File: src/rtl/assert_macros.svh
// ---------------------------------------------------------------------------
// assert_macros.svh
// Shared concurrent assertion macros for the attenuation stepper RTL.
// ---------------------------------------------------------------------------
`ifndef ASSERT_MACROS_SVH
`define ASSERT_MACROS_SVH

// Same-cycle implication, disabled while in reset
`define ASSERT_SAME(LBL, CLK, RSTN, ANTE, CONS) \
    LBL: assert property (@(posedge CLK) disable iff (!RSTN) (ANTE) |-> (CONS)) \
        else $error("same-cycle check failed");

// Next-cycle implication, disabled while in reset
`define ASSERT_NEXT(LBL, CLK, RSTN, ANTE, CONS) \
    LBL: assert property (@(posedge CLK) disable iff (!RSTN) (ANTE) |=> (CONS)) \
        else $error("next-cycle check failed");

`endif

File: src/rtl/ras_pkg.sv
// ---------------------------------------------------------------------------
// ras_pkg
// Types, constants and helper functions of the ALC attenuation stepper.
// ---------------------------------------------------------------------------
`default_nettype none

package ras_pkg;

    localparam int POW_W   = 12;   // power fields, tenths of dB
    localparam int DB_W    = 8;    // whole-dB config fields
    localparam int ATT_W   = 8;    // attenuation counts
    localparam int EDGE_W  = 14;   // window edges, tenths of dB
    localparam int SUM_W   = 10;   // start + count, whole dB
    localparam int IDX_W   = 3;
    localparam int IN_W    = 48;
    localparam int OUT_W   = 32;

    localparam logic [ATT_W-1:0] ATT_MAX  = 8'd255;
    localparam logic [ATT_W-1:0] LINK_MAX = 8'd255;
    localparam logic [ATT_W-1:0] LINK_OFS = 8'd10;

    localparam logic signed [DB_W-1:0] DET_TARGET_RST = -8'sd5;
    localparam logic [DB_W-1:0]        TABLE_COUNT_RST = 8'd64;

    // Configuration register indexes
    typedef enum logic [IDX_W-1:0] {
        REG_DL_TARGET = 3'd0,
        REG_UL_TARGET = 3'd1,
        REG_UL_LIMIT  = 3'd2,
        REG_DET_TGT   = 3'd3,
        REG_DL_START  = 3'd4,
        REG_DL_COUNT  = 3'd5,
        REG_UL_START  = 3'd6,
        REG_UL_COUNT  = 3'd7
    } reg_idx_t;

    typedef struct packed {
        logic signed [POW_W-1:0] dl_target_tenths;
        logic signed [POW_W-1:0] ul_target_tenths;
        logic signed [POW_W-1:0] ul_limit_tenths;
        logic signed [DB_W-1:0]  det_target_db;
        logic signed [DB_W-1:0]  dl_table_start;
        logic [DB_W-1:0]         dl_table_count;
        logic signed [DB_W-1:0]  ul_table_start;
        logic [DB_W-1:0]         ul_table_count;
    } cfg_t;

    typedef struct packed {
        logic signed [POW_W-1:0] det_power_tenths;
        logic signed [POW_W-1:0] dl_power_tenths;
        logic signed [POW_W-1:0] ul_power_tenths;
        logic                    det_headroom;
        logic                    dl_headroom;
        logic                    ul_headroom;
        logic                    dl_lock;
        logic                    ul_lock;
        logic                    normal_mode;
    } item_t;

    typedef struct packed {
        logic [ATT_W-1:0] det_att;
        logic [ATT_W-1:0] dl_att;
        logic [ATT_W-1:0] ul_att;
        logic [ATT_W-1:0] ul_link;
    } state_t;

    typedef struct packed {
        logic signed [EDGE_W-1:0] up;
        logic signed [EDGE_W-1:0] lo;
    } win_t;

    // Sign-extend a whole-dB sum and scale it to tenths (x*8 + x*2)
    function automatic logic signed [EDGE_W-1:0] times10(input logic signed [SUM_W-1:0] v);
        logic signed [EDGE_W-1:0] w;
        w = {{(EDGE_W-SUM_W){v[SUM_W-1]}}, v};
        return (w <<< 3) + (w <<< 1);
    endfunction

    // Sign-extend a power / target in tenths to edge width
    function automatic logic signed [EDGE_W-1:0] ext_pow(input logic signed [POW_W-1:0] v);
        return {{(EDGE_W-POW_W){v[POW_W-1]}}, v};
    endfunction

    // One-dB step: up at or above the upper edge, down at or below the lower
    function automatic logic [ATT_W-1:0] step_att(
        input logic [ATT_W-1:0]        att,
        input logic signed [POW_W-1:0] pow,
        input win_t                    win,
        input logic                    headroom
    );
        logic signed [EDGE_W-1:0] p;
        logic signed [EDGE_W-1:0] up;
        logic signed [EDGE_W-1:0] lo;
        logic [ATT_W-1:0]         res;
        p   = ext_pow(pow);
        up  = win.up;
        lo  = win.lo;
        res = att;
        if (p >= up) begin
            if (headroom && (att < ATT_MAX)) begin
                res = att + 8'd1;
            end
        end else if (p <= lo) begin
            if (att != '0) begin
                res = att - 8'd1;
            end
        end
        return res;
    endfunction

endpackage

`default_nettype wire

File: src/rtl/ras_window.sv
// ---------------------------------------------------------------------------
// ras_window
// +-1 dB window around a target, clamped to a power table's range.
// ---------------------------------------------------------------------------
`default_nettype none

module ras_window (
    input  wire logic signed [ras_pkg::POW_W-1:0] target,
    input  wire logic signed [ras_pkg::DB_W-1:0]  start,
    input  wire logic [ras_pkg::DB_W-1:0]         count,
    output ras_pkg::win_t                         win
);

    logic signed [ras_pkg::SUM_W-1:0]  start_s;
    logic signed [ras_pkg::SUM_W-1:0]  top_s;
    logic signed [ras_pkg::EDGE_W-1:0] base_t;
    logic signed [ras_pkg::EDGE_W-1:0] top_t;
    logic signed [ras_pkg::EDGE_W-1:0] tgt_t;
    logic signed [ras_pkg::EDGE_W-1:0] up0;
    logic signed [ras_pkg::EDGE_W-1:0] lo0;

    // table edges in tenths
    assign start_s = {{(ras_pkg::SUM_W-ras_pkg::DB_W){start[ras_pkg::DB_W-1]}}, start};
    assign top_s   = start_s + $signed({{(ras_pkg::SUM_W-ras_pkg::DB_W){1'b0}}, count});
    assign base_t  = ras_pkg::times10(start_s);
    assign top_t   = ras_pkg::times10(top_s);
    assign tgt_t   = ras_pkg::ext_pow(target);
    assign up0     = tgt_t + 14'sd10;
    assign lo0     = tgt_t - 14'sd10;

    // clamp: window above table first, then below table
    always_comb
    begin
        if (up0 > top_t)
        begin
            win.up = top_t - 14'sd10;
            win.lo = top_t - 14'sd30;
        end
        else if (lo0 < base_t)
        begin
            win.lo = base_t + 14'sd10;
            win.up = base_t + 14'sd30;
        end
        else
        begin
            win.up = up0;
            win.lo = lo0;
        end
    end

endmodule

`default_nettype wire

File: src/rtl/ras_update.sv
// ---------------------------------------------------------------------------
// ras_update
// Next attenuation state for one tick: detector, downlink, link, uplink.
// ---------------------------------------------------------------------------
`default_nettype none

module ras_update (
    input  wire ras_pkg::item_t  item,
    input  wire ras_pkg::cfg_t   cfg,
    input  wire ras_pkg::state_t cur,
    output ras_pkg::state_t      nxt
);

    ras_pkg::win_t det_win;
    ras_pkg::win_t dl_win;
    ras_pkg::win_t ul_win;

    logic signed [ras_pkg::EDGE_W-1:0] det_t;
    logic signed [ras_pkg::POW_W-1:0]  ul_tgt;
    logic [ras_pkg::ATT_W-1:0]         det_new;
    logic [ras_pkg::ATT_W-1:0]         dl_new;
    logic [ras_pkg::ATT_W-1:0]         extra;
    logic [ras_pkg::ATT_W:0]           link_sum;

    // detector window: plain +-1 dB, no table clamp
    assign det_t = ras_pkg::times10(
        {{(ras_pkg::SUM_W-ras_pkg::DB_W){cfg.det_target_db[ras_pkg::DB_W-1]}},
         cfg.det_target_db});
    assign det_win.up = det_t + 14'sd10;
    assign det_win.lo = det_t - 14'sd10;

    ras_window u_dl_win (
        .target (cfg.dl_target_tenths),
        .start  (cfg.dl_table_start),
        .count  (cfg.dl_table_count),
        .win    (dl_win)
    );

    // uplink target capped by the output limit
    assign ul_tgt = ($signed(cfg.ul_target_tenths) > $signed(cfg.ul_limit_tenths)) ?
                    cfg.ul_limit_tenths : cfg.ul_target_tenths;

    ras_window u_ul_win (
        .target (ul_tgt),
        .start  (cfg.ul_table_start),
        .count  (cfg.ul_table_count),
        .win    (ul_win)
    );

    // detector and downlink loops, held by dl_lock
    assign det_new = item.dl_lock ? cur.det_att :
        ras_pkg::step_att(cur.det_att, item.det_power_tenths, det_win, item.det_headroom);
    assign dl_new  = item.dl_lock ? cur.dl_att :
        ras_pkg::step_att(cur.dl_att, item.dl_power_tenths, dl_win, item.dl_headroom);

    // link: downlink att plus detector att above 10 dB, saturated
    assign extra    = (det_new >= ras_pkg::LINK_OFS) ? (det_new - ras_pkg::LINK_OFS) : '0;
    assign link_sum = {1'b0, dl_new} + {1'b0, extra};

    always_comb
    begin
        nxt.det_att = det_new;
        nxt.dl_att  = dl_new;
        if (!item.normal_mode)
        begin
            nxt.ul_link = '0;
        end
        else if (link_sum[ras_pkg::ATT_W])
        begin
            nxt.ul_link = ras_pkg::LINK_MAX;
        end
        else
        begin
            nxt.ul_link = link_sum[ras_pkg::ATT_W-1:0];
        end
        nxt.ul_att = item.ul_lock ? cur.ul_att :
            ras_pkg::step_att(cur.ul_att, item.ul_power_tenths, ul_win, item.ul_headroom);
    end

endmodule

`default_nettype wire

File: src/rtl/rf_alc_attenuation_stepper.sv
// ---------------------------------------------------------------------------
// rf_alc_attenuation_stepper
// Automatic level control tick for detector, downlink and uplink attenuators.
// ---------------------------------------------------------------------------
// Usage:
//   s_axis carries one measurement word per ALC tick (three powers in tenths
//   of dB plus headroom, lock and normal-mode flags). m_axis returns one word
//   per tick with the updated detector, downlink, uplink attenuation and the
//   uplink link value.
//   cfg_* writes the eight setpoint/table registers; it is always ready and
//   must only be used while no tick is in flight.
//   A word accepted into the input register is evaluated and lands in the
//   result register once that register is free; m_axis_tvalid rises with it.
//   Throughput: one word per cycle while m_axis_tready is high; a single pass
//   through the window compare and +-1 step logic, input to result register.
//   The result register is also the attenuation state, so it only advances
//   when the held result is taken. While m_axis_tready is low, the input
//   register still takes one word, then s_axis_tready drops.
//   Reset: all attenuations and the link value clear to 0, registers return
//   to their defaults, both channels empty.
// ---------------------------------------------------------------------------
`default_nettype none
`include "assert_macros.svh"

module rf_alc_attenuation_stepper (
    input  wire logic                            clk,
    input  wire logic                            rst_n,
    // config write channel
    input  wire logic                            cfg_valid,
    output logic                                 cfg_ready,
    input  wire logic [ras_pkg::IDX_W-1:0]       cfg_index,
    input  wire logic [ras_pkg::POW_W-1:0]       cfg_data,
    // input stream
    input  wire logic                            s_axis_tvalid,
    output logic                                 s_axis_tready,
    // [11:0] det_power_tenths, [23:12] dl_power_tenths, [35:24] ul_power_tenths,
    // [36] det_headroom, [37] dl_headroom, [38] ul_headroom, [39] dl_lock,
    // [40] ul_lock, [41] normal_mode, [47:42] zero
    input  wire logic [ras_pkg::IN_W-1:0]        s_axis_tdata,
    // output stream
    output logic                                 m_axis_tvalid,
    input  wire logic                            m_axis_tready,
    // [7:0] det_att_out, [15:8] dl_att_out, [23:16] ul_att_out, [31:24] ul_link_out
    output logic [ras_pkg::OUT_W-1:0]            m_axis_tdata
);

    ras_pkg::cfg_t   cfg_reg;
    ras_pkg::item_t  in_reg;
    ras_pkg::item_t  in_next;
    ras_pkg::state_t state_reg;
    ras_pkg::state_t state_next;
    logic            in_valid_reg;
    logic            out_valid_reg;
    logic            out_free;
    logic            advance;
    logic            s_accept;

    // config registers
    assign cfg_ready = 1'b1;

    always_ff @(posedge clk or negedge rst_n)
    begin
        if (!rst_n)
        begin
            cfg_reg.dl_target_tenths <= '0;
            cfg_reg.ul_target_tenths <= '0;
            cfg_reg.ul_limit_tenths  <= '0;
            cfg_reg.det_target_db    <= ras_pkg::DET_TARGET_RST;
            cfg_reg.dl_table_start   <= '0;
            cfg_reg.dl_table_count   <= ras_pkg::TABLE_COUNT_RST;
            cfg_reg.ul_table_start   <= '0;
            cfg_reg.ul_table_count   <= ras_pkg::TABLE_COUNT_RST;
        end
        else if (cfg_valid && cfg_ready)
        begin
            unique case (ras_pkg::reg_idx_t'(cfg_index))
                ras_pkg::REG_DL_TARGET: cfg_reg.dl_target_tenths <= cfg_data;
                ras_pkg::REG_UL_TARGET: cfg_reg.ul_target_tenths <= cfg_data;
                ras_pkg::REG_UL_LIMIT:  cfg_reg.ul_limit_tenths  <= cfg_data;
                ras_pkg::REG_DET_TGT:   cfg_reg.det_target_db    <= cfg_data[ras_pkg::DB_W-1:0];
                ras_pkg::REG_DL_START:  cfg_reg.dl_table_start   <= cfg_data[ras_pkg::DB_W-1:0];
                ras_pkg::REG_DL_COUNT:  cfg_reg.dl_table_count   <= cfg_data[ras_pkg::DB_W-1:0];
                ras_pkg::REG_UL_START:  cfg_reg.ul_table_start   <= cfg_data[ras_pkg::DB_W-1:0];
                ras_pkg::REG_UL_COUNT:  cfg_reg.ul_table_count   <= cfg_data[ras_pkg::DB_W-1:0];
                default: ;
            endcase
        end
    end

    // handshake: input stage drains into the result register when it is free
    assign out_free      = !out_valid_reg || m_axis_tready;
    assign advance       = in_valid_reg && out_free;
    assign s_axis_tready = !in_valid_reg || advance;
    assign s_accept      = s_axis_tvalid && s_axis_tready;

    // unpack the input word
    assign in_next.det_power_tenths = s_axis_tdata[11:0];
    assign in_next.dl_power_tenths  = s_axis_tdata[23:12];
    assign in_next.ul_power_tenths  = s_axis_tdata[35:24];
    assign in_next.det_headroom     = s_axis_tdata[36];
    assign in_next.dl_headroom      = s_axis_tdata[37];
    assign in_next.ul_headroom      = s_axis_tdata[38];
    assign in_next.dl_lock          = s_axis_tdata[39];
    assign in_next.ul_lock          = s_axis_tdata[40];
    assign in_next.normal_mode      = s_axis_tdata[41];

    // input register
    always_ff @(posedge clk or negedge rst_n)
    begin
        if (!rst_n)
        begin
            in_valid_reg <= 1'b0;
        end
        else if (s_accept)
        begin
            in_valid_reg <= 1'b1;
        end
        else if (advance)
        begin
            in_valid_reg <= 1'b0;
        end
    end

    always_ff @(posedge clk)
    begin
        if (s_accept)
        begin
            in_reg <= in_next;
        end
    end

    ras_update u_update (
        .item (in_reg),
        .cfg  (cfg_reg),
        .cur  (state_reg),
        .nxt  (state_next)
    );

    // attenuation state doubles as the result register
    always_ff @(posedge clk or negedge rst_n)
    begin
        if (!rst_n)
        begin
            state_reg     <= '0;
            out_valid_reg <= 1'b0;
        end
        else
        begin
            if (advance)
            begin
                state_reg <= state_next;
            end
            if (out_free)
            begin
                out_valid_reg <= advance;
            end
        end
    end

    assign m_axis_tvalid = out_valid_reg;
    assign m_axis_tdata  = {state_reg.ul_link, state_reg.ul_att,
                            state_reg.dl_att, state_reg.det_att};

    // checks
    `ASSERT_NEXT(a_state_hold, clk, rst_n, !advance, $stable(state_reg))
    `ASSERT_NEXT(a_dl_lock_hold, clk, rst_n, advance && in_reg.dl_lock, (state_reg.det_att == $past(state_reg.det_att)) && (state_reg.dl_att == $past(state_reg.dl_att)))
    `ASSERT_NEXT(a_link_off, clk, rst_n, advance && !in_reg.normal_mode, state_reg.ul_link == '0)
    `ASSERT_SAME(a_result_taken, clk, rst_n, advance, !out_valid_reg || m_axis_tready)

endmodule

`default_nettype wire

File: config.mk
export PLATFORM = sky130hd
export DESIGN_NAME = rf_alc_attenuation_stepper
export DESIGN_NICKNAME = d
export VERILOG_FILES = /design/src/rtl/ras_pkg.sv /design/src/rtl/ras_window.sv /design/src/rtl/ras_update.sv /design/src/rtl/rf_alc_attenuation_stepper.sv
export VERILOG_INCLUDE_DIRS = /design/src /design/src/rtl
export SDC_FILE = /design/constraint.sdc
export NUM_CORES = 1
export LEC_CHECK = 0
export BUFFER_PORTS_ARGS = -buffer_cell sky130_fd_sc_hd__buf_4
export CORE_UTILIZATION = 52
export CTS_BUF_LIST = sky130_fd_sc_hd__clkbuf_4
export CTS_CLUSTER_DIAMETER = 50
export DETAILED_ROUTE_END_ITERATION = 16
export HOLD_SLACK_MARGIN = 0.05
export PLACE_DENSITY = 0.78
export SKIP_LAST_GASP = 1
export SLEW_MARGIN = 20
export SYNTH_ARGS = -nofsm -noshare
export SYNTH_HDL_FRONTEND = slang
export SYNTH_SLANG_ARGS = --single-unit
File: constraint.sdc
create_clock -name clk -period 10.45 [get_ports clk]
set_input_delay 2.09 -clock clk [delete_from_list [all_inputs] [get_ports clk]]
set_output_delay 2.09 -clock clk [all_outputs]
set_load 0.01 [all_outputs]
After elaboration in Yosys (flattened, before gate mapping)
Index checks and enable logic that the tools add are counted.

word-level totals
  register bits after elaboration = 152
  bits of input ports = 68
  output and inout port bits = 35
  logic and storage cells = 125

cells by class
  add/sub/neg operators = 29
  order comparisons = 15
  eq/ne operators = 8
  mux-type cells = 24
  bitwise logic cells = 1
  reduce and logical (&&, ||, !) cells = 25

operator list
  kind                                                 number
  2-to-1 mux 8 bit                                     17
  2-to-1 mux 28 bit                                    4
  adder 12 x 5 -> 13 bit (second input constant)       4
  >= comparator 12 x 14 -> 1 bit                       3
  <= comparator 12 x 14 -> 1 bit                       3
  subtractor 14 x 5 -> 14 bit (second input constant)  3
  adder 11 x 9 -> 12 bit                               3
  adder 13 x 11 -> 14 bit                              2
  greater-than comparator 13 x 14 -> 1 bit             2
  subtractor 14 x 6 -> 14 bit (second input constant)  2
  adder 12 x 6 -> 13 bit (second input constant)       2
  < comparator 13 x 12 -> 1 bit                        2
  subtractor 12 x 5 -> 13 bit (second input constant)  2
  adder 8 x 1 -> 8 bit (second input constant)         3
  < comparator 8 bit (second input constant)           3
  nonzero test 8 bit                                   3
  subtractor 8 x 1 -> 8 bit (second input constant)    3
  adder 8 x 9 -> 10 bit                                2
  AND reduction 2 bit                                  8
  adder 14 x 5 -> 14 bit (second input constant)       1
  equality test 3 bit (second input constant)          4
  greater-than comparator 12 bit                       1
  2-to-1 mux 12 bit                                    1
  adder 8 x 8 -> 9 bit                                 1
  other kinds (13)                                     23

Logic depth before layout (Yosys ltp)
Gate-level depths: netlist (run 1).

  depth in word-level cells = 11
  gate-level depth with buffers = 48
  mapped depth without buffers = 46

By module
From an unflattened synthesis (run 1), not the netlist that was laid out.

unflattened totals
  cell total of the unflattened synthesis = 1873
  area total of the unflattened synthesis = 17000.1 um^2

by module, submodules not included
  module                           times used  cells an instance  area an instance (um^2)  seq. area each (um^2)
  rf_alc_attenuation_stepper       1           288                5514.0                   4025.1
  ras_update                       1           737                5227.5                   0.0
  ras_window at u_update.u_dl_win  1           438                3161.8                   0.0
  ras_window at u_update.u_ul_win  1           410                3096.7                   0.0

Worst setup path after synthesis (run 1)
OpenSTA, ideal clock, no wires.

  path kind = register to register
  start = reg cfg_reg[24] (netlist bit)
  end = reg state_reg (netlist bit m_axis_tdata[26])
  data arrival time = 8.989 ns
  data required time = 10.316 ns
  path slack = 1.327 ns
  cell stages (with the launch flop) = 47
  buffers on the path = 2
  clock period less this slack = 9.123 ns
  cells stage by stage = dfrtp_1 > ha_1 > inv_1 > fa_1 > nor2b_1 > o21ai_0 > a21boi_0 > o21ai_0 > nand2b_1 > xor2_1 > ha_1 > o21ai_0 > o21bai_1 > a21oi_1 > xnor3_1 > ha_1 > and3_1 > nand3_1 > [... 11 more ...] > o21ai_0 > a31oi_1 > o21a_1 > nor4_1 > clkbuf_1 > o21ai_0 > xnor2_1 > ha_1 > fa_1 > a21o_1 > a21oi_1 > o21bai_1 > a21oi_1 > nor2b_1 > o21ai_0 > nand2b_1 > o21ai_0 > o21ai_0

RTL lines
  item                  RTL line                           text
  start, declared       rf_alc_attenuation_stepper.sv:47   ras_pkg::cfg_t cfg_reg;
  end signal, assigned  rf_alc_attenuation_stepper.sv:151  state_reg <= state_next;
  end, declared         rf_alc_attenuation_stepper.sv:50   ras_pkg::state_t state_reg;

==> results of run 1 <==
## cells by family after synthesis
logic type | synth area share
other | 0.000227
muxes | 0.0631
buffers and inverters | 0.0422
AOI/OAI and AO/OA | 0.195
adders and majority gates | 0.184
xor gates and xnor gates | 0.0951
DFF | 0.243
and+or+nand+nor | 0.177
## metrics by stage
step	hold WS, ns	instances
after floorplan	0.480	1939
after global placement	0.470	2387
after detailed placement	0.479	2387
after CTS	0.510	2419
after global routing	0.549	2423
final	0.505	2423
## cell usage in the layout, fill, tap and decap left out, types with 21 or more instances in the layout
cell type and instances:
a21o_1 36, a21oi_1 117, buf_4 115, dfrtp_1 99, edfxtp_1 42, ha_1 228
inv_1 120, mux2_2 74, mux2i_1 21, nand2_1 145, nand3_1 45, nand4_1 31
nor2_1 168, nor3_1 54, nor4_1 23, o21ai_0 129, or3_1 21, xnor2_1 126
xor2_1 50
## metal layers
layer / up-vias / GRT usage / share of wire
met5: - / 0 / 0
met4: 0 / 0.0950 / 0.023
met3: 79 / 0.0439 / 0.063
met2: 463 / 0.461 / 0.47
met1: 7119 / 0.347 / 0.45
li1: 7247 / - / -
## worst paths after layout
path / to / slack [ns] / cells past startpoint
setup reg to reg: m_axis_tdata[31]$_DFFE_PN0P_ / 0.67 / 43
hold reg to reg: m_axis_tdata[29]$_DFFE_PN0P_ / 0.51 / 2
max in group asynchronous: m_axis_tdata[14]$_DFFE_PN0P_ / 7.68 / 2
min in group asynchronous: cfg_reg[27]$_DFFE_PN0P_ / 1.39 / 1
hold / removal: m_axis_tdata[29]$_DFFE_PN0P_ / 0.51 / 2
setup / recovery: m_axis_tdata[31]$_DFFE_PN0P_ / 0.67 / 43
## what timing repair did
| item | CTS | global route |
|---|---|---|
| buffers inserted | 0 | 2 |
| resized for setup | 0 | 10 |
| hold buffers | 0 | 0 |
| endpoints found under the setup margin | 0 | 8 |
## cell type report
cell class                 count  area [um^2]  area share
clock inverter                13          194      0.0107
tap                          396          495      0.0274
sequential                   152         4030       0.223
inverter                     120          450      0.0249
multi-input combinational   1605        11900       0.657
antenna                        2         5.00    0.000277
clock buffer                  19          143     0.00790
timing repair buffer         116          883      0.0489
## worst register-to-register path: cells and delay by family (launching register included)
kind	cells	cell delay, ns
XOR/XNOR	3	0.78
adder cells (fa/ha/maj)	7	2.30
flip-flops	1	0.45
AO/OA/AOI/OAI	22	4.15
AND/OR/NAND/NOR	8	1.54
buffers and inverters	3	0.47
==> impl_metrics.env, run 1 <==
export IMPL_status="finished clean"
export IMPL_setup_viol=0
export IMPL_end_kind="flip-flop"
export IMPL_r2r_start="cfg_reg[24]$_DFFE_PN0P_"
export IMPL_grt_pass1_vias=14400
export IMPL_synthTopCellsByArea="ha_1, dfrtp_1, edfxtp_1"
export IMPL_viasPerCell=6.15
export IMPL_clk_pin_slew_ns=0.14
export IMPL_fillers=2732
export IMPL_start_util=0.535
export IMPL_cp_arrival_ns=10.33
export IMPL_grt_util_all_layers=0.271
export IMPL_required_ns=11.00
export IMPL_drt_wl_total_um=43900
export IMPL_gp_congestion=0.896
export IMPL_ys_ff_latch=152
export IMPL_fmax_ghz=0.102
export IMPL_synth_async_reset_ratio=0.724
export IMPL_finalNetCount=2317
export IMPL_rows=64
export IMPL_synthFlopType="dfrtp_1"
export IMPL_synth_nets=2244
export IMPL_placedInstanceArea_um2=17700
export IMPL_cts_made_buffers=17
export IMPL_die_area_um2=32500
export IMPL_cts_tree="done"
export IMPL_avgSynthCellArea_um2=8.53
export IMPL_h_tree_depth=4
export IMPL_largest_reg_flops=76
export IMPL_crit_top_cell="o21ai_0"
export IMPL_final_setup_worst_slack_ns=0.668
export IMPL_slowest_stage="a211oi_1"
export IMPL_crit_path_start="cfg_reg[24]$_DFFE_PN0P_"
export IMPL_root_buffer="clkbuf_4"
export IMPL_ioPinCount=103
export IMPL_cpLargestDelayFamily="compound AO/OA/AOI/OAI gates"
export IMPL_hp_class="reg -> reg"
export IMPL_worst_skew_pair_late_latency_ns=0.65
export IMPL_antenna_found_initial=1
export IMPL_cts_path_max_buffers=2
export IMPL_start_kind="flip-flop"
export IMPL_synth_largest_area_cell="ha_1"
export IMPL_synth_edf_count=42
export IMPL_critPathMaxFanout=46
export IMPL_pre_cts_ws_ns=0.335
export IMPL_syn_area_um2=16500
export IMPL_vias=14900
export IMPL_postSynthCellCount=1939
export IMPL_post_route_min_period_ns=9.78
export IMPL_drive_above_1_share=0.139
export IMPL_path_class="reg -> reg"
export IMPL_synth_commonest_cells="ha_1, nor2_1, nand2_1"
export IMPL_fp_dieH_um=180
export IMPL_ant_nets=0
export IMPL_hold_violations=0
export IMPL_drv_slew=0
export IMPL_fp_dieW_um=180
export IMPL_ys_warn_count=0
export IMPL_first_pass_iters=5
export IMPL_min_from="m_axis_tdata[29]$_DFFE_PN0P_"
export IMPL_io_buffers=95
export IMPL_synth_cell_types=91
export IMPL_fin_skew_ns=0.0515
export IMPL_maxCapViolations=0
export IMPL_crit_buf_inv=3
export IMPL_overflow=0
export IMPL_wire_per_inst_um=18.1
export IMPL_grt_pass1_wl_um=71500
export IMPL_grt_start_max_net_pins=74
export IMPL_synth_most_common_cell="ha_1"
export IMPL_core_um2=30900
export IMPL_drt_iter0_markers=1041
export IMPL_setup_tns_ns=0
export IMPL_finalCritPeriodShare=0.936
export IMPL_slew_limit_headroom=0.223
export IMPL_yosysTopAreaCellShare=0.173
export IMPL_ys_seq_area_frac=0.243
export IMPL_design_area_um2=18100
export IMPL_crit_path_max_incr_delay_ns=0.49
export IMPL_post_route_util=0.584
export IMPL_post_route_drc_count=0
export IMPL_area_growth_syn_to_layout_pct=9.23
export IMPL_cts_sinks=152
export IMPL_dpl_hpwl_um=34600
export IMPL_tightest_slew_ns=1.16
Power of run 1 is not shown: default switching activity piles up to over one toggle a cycle in this logic, so the estimate is an artifact.
==> inputs of run 2 (changes only) <==
CORE_UTILIZATION = 54   (was 52)
PLACE_DENSITY = 0.8   (was 0.78)
RECOVER_POWER = 50   (was unset)
SLEW_MARGIN = 5   (was 20)
==> impl_metrics.env, run 2 (synthesized netlist as in run 1, its figures left out) <==
export IMPL_dpl_hpwl_um=34200
export IMPL_cp_arrival_ns=10.23
export IMPL_cts_path_max_buffers=2
export IMPL_drt_iter0_markers=1087
export IMPL_drt_wl_total_um=43600
export IMPL_crit_path_max_incr_delay_ns=0.61
export IMPL_crit_path_start="cfg_reg[63]$_DFFE_PN0P_"
export IMPL_gp_congestion=0.952
export IMPL_min_from="m_axis_tdata[28]$_DFFE_PN0P_"
export IMPL_area_growth_syn_to_layout_pct=8.52
export IMPL_hold_depth=2
export IMPL_fp_dieH_um=177
export IMPL_die_area_um2=31300
export IMPL_use_met3=0.0440
export IMPL_drive_above_1_share=0.135
export IMPL_start_kind="flip-flop"
export IMPL_grt_pass1_wl_um=70600
export IMPL_root_buffer="clkbuf_4"
export IMPL_critPathMaxFanout=34
export IMPL_dp_cells=2380
export IMPL_finalNetCount=2317
export IMPL_ioPinCount=103
export IMPL_io_buffers=95
export IMPL_busiest_layer="met2"
export IMPL_largest_reg_flops=76
export IMPL_maxCapViolations=2
export IMPL_r2r_start="cfg_reg[63]$_DFFE_PN0P_"
export IMPL_worst_skew_pair_late_latency_ns=0.64
export IMPL_r2r_cells=43
export IMPL_cts_sinks=152
export IMPL_grt_use_met1=0.376
export IMPL_cts_made_buffers=17
export IMPL_wire_per_inst_um=18.1
export IMPL_slowest_stage="a31o_2"
export IMPL_rows=63
export IMPL_vias=14800
export IMPL_grt_pass1_vias=14200
export IMPL_fmax_ghz=0.104
export IMPL_status="complete, but fails checks"
export IMPL_setup_tns_ns=0
export IMPL_grt_util_all_layers=0.283
export IMPL_first_pass_iters=7
export IMPL_mostFrequentLayoutCells="ha_1, nor2_1, nand2_1, o21ai_0, xnor2_1"
export IMPL_mostFrequentLayoutCell="ha_1"
export IMPL_fp_dieW_um=177
export IMPL_path_class="reg -> reg"
export IMPL_antenna_found_initial=1
export IMPL_h_tree_depth=4
export IMPL_finalCritPeriodShare=0.924
export IMPL_ant_nets=0
export IMPL_violations="capacitance limit, slew limit"
export IMPL_rsz0062_at_grt="no"
export IMPL_hold_violations=0
export IMPL_fin_skew_ns=0.0320
export IMPL_grt_start_max_net_pins=85
export IMPL_viasPerCell=6.15
export IMPL_cts_tree="done"
export IMPL_hp_class="reg -> reg"
export IMPL_slew_limit_headroom=-1.97
export IMPL_post_route_drc_count=0
export IMPL_core_um2=29900
export IMPL_required_ns=11.03
export IMPL_start_util=0.553
export IMPL_overflow=0
export IMPL_end_kind="flip-flop"
export IMPL_final_cells=2416
export IMPL_post_route_min_period_ns=9.65
export IMPL_grtUsageMet2=0.470
export IMPL_drv_slew=113
export IMPL_clk_pin_slew_ns=0.16
export IMPL_setup_viol=0
export IMPL_tightest_slew_ns=4.46
[run 2: cell types whose count changed in the layout (fill, tap and decap cells not counted), sizes merged]
cell,delta
clkinvlp,+1
buf,-49
clkinv,-3
bufinv,-3
clkbuf,+47
diode,-1
inv,+7
[run 2: layout make-up]
class / count / area [um^2]
Fill cell: 2613 / 11900
Multi-Input combinational cell: 1605 / 11800
Sequential cell: 152 / 4030
Timing Repair Buffer: 116 / 848
Tap cell: 390 / 488
Inverter: 120 / 450
Clock inverter: 15 / 153
Clock buffer: 17 / 128
Antenna cell: 1 / 2.50
[run 2: per-layer routing]
| layer | routed length (um) | up-vias |
|---|---|---|
| met5 | 0 | - |
| met2 | 20500 | 483 |
| met3 | 2710 | 56 |
| met4 | 818 | 0 |
| met1 | 19600 | 7070 |
| li1 | - | 7240 |
[run 2: critical path: cells and delay by family (launching register included)]
family | cells | cell delay [ns]
AO/OA/AOI/OAI | 21 | 4.36
XOR/XNOR | 2 | 0.33
adder cells (fa/ha/maj) | 5 | 1.59
buffers and inverters | 4 | 0.80
flip-flops | 1 | 0.44
multiplexers | 2 | 0.52
AND/OR/NAND/NOR | 9 | 1.52
[run 2: stage by stage]
stage,instance area (um^2),util,hold WS (ns),setup slack [ns]
after floorplan,16500,-,0.480,1.33
after global placement,17600,0.591,0.470,0.460
after detailed placement,17600,0.591,0.472,0.245
after CTS,17900,0.600,0.506,0.156
after global routing,17900,0.601,0.535,0.00633
final,17900,0.601,0.500,0.796
[run 2: timing repair]
action,4_1_cts,5_1_grt
setup endpoints to repair,0,9
setup buffers,0,3
hold buffers,0,0
gates resized for setup,0,9
[run 2: path summary, 6_finish.rpt]
| check | slack [ns] | endpoint |
|---|---|---|
| worst max-delay path | 0.80 | m_axis_tdata[23]$_DFFE_PN0P_ |
| worst min-delay path | 0.50 | m_axis_tdata[28]$_DFFE_PN0P_ |
| worst max register to register | 0.80 | m_axis_tdata[23]$_DFFE_PN0P_ |
| worst min register to register | 0.50 | m_axis_tdata[28]$_DFFE_PN0P_ |
| max in group asynchronous | 3.38 | cfg_reg[25]$_DFFE_PN0P_ |
| min in group asynchronous | 1.83 | m_axis_tdata[14]$_DFFE_PN0P_ |
Power of run 2 is left out for the same reason.
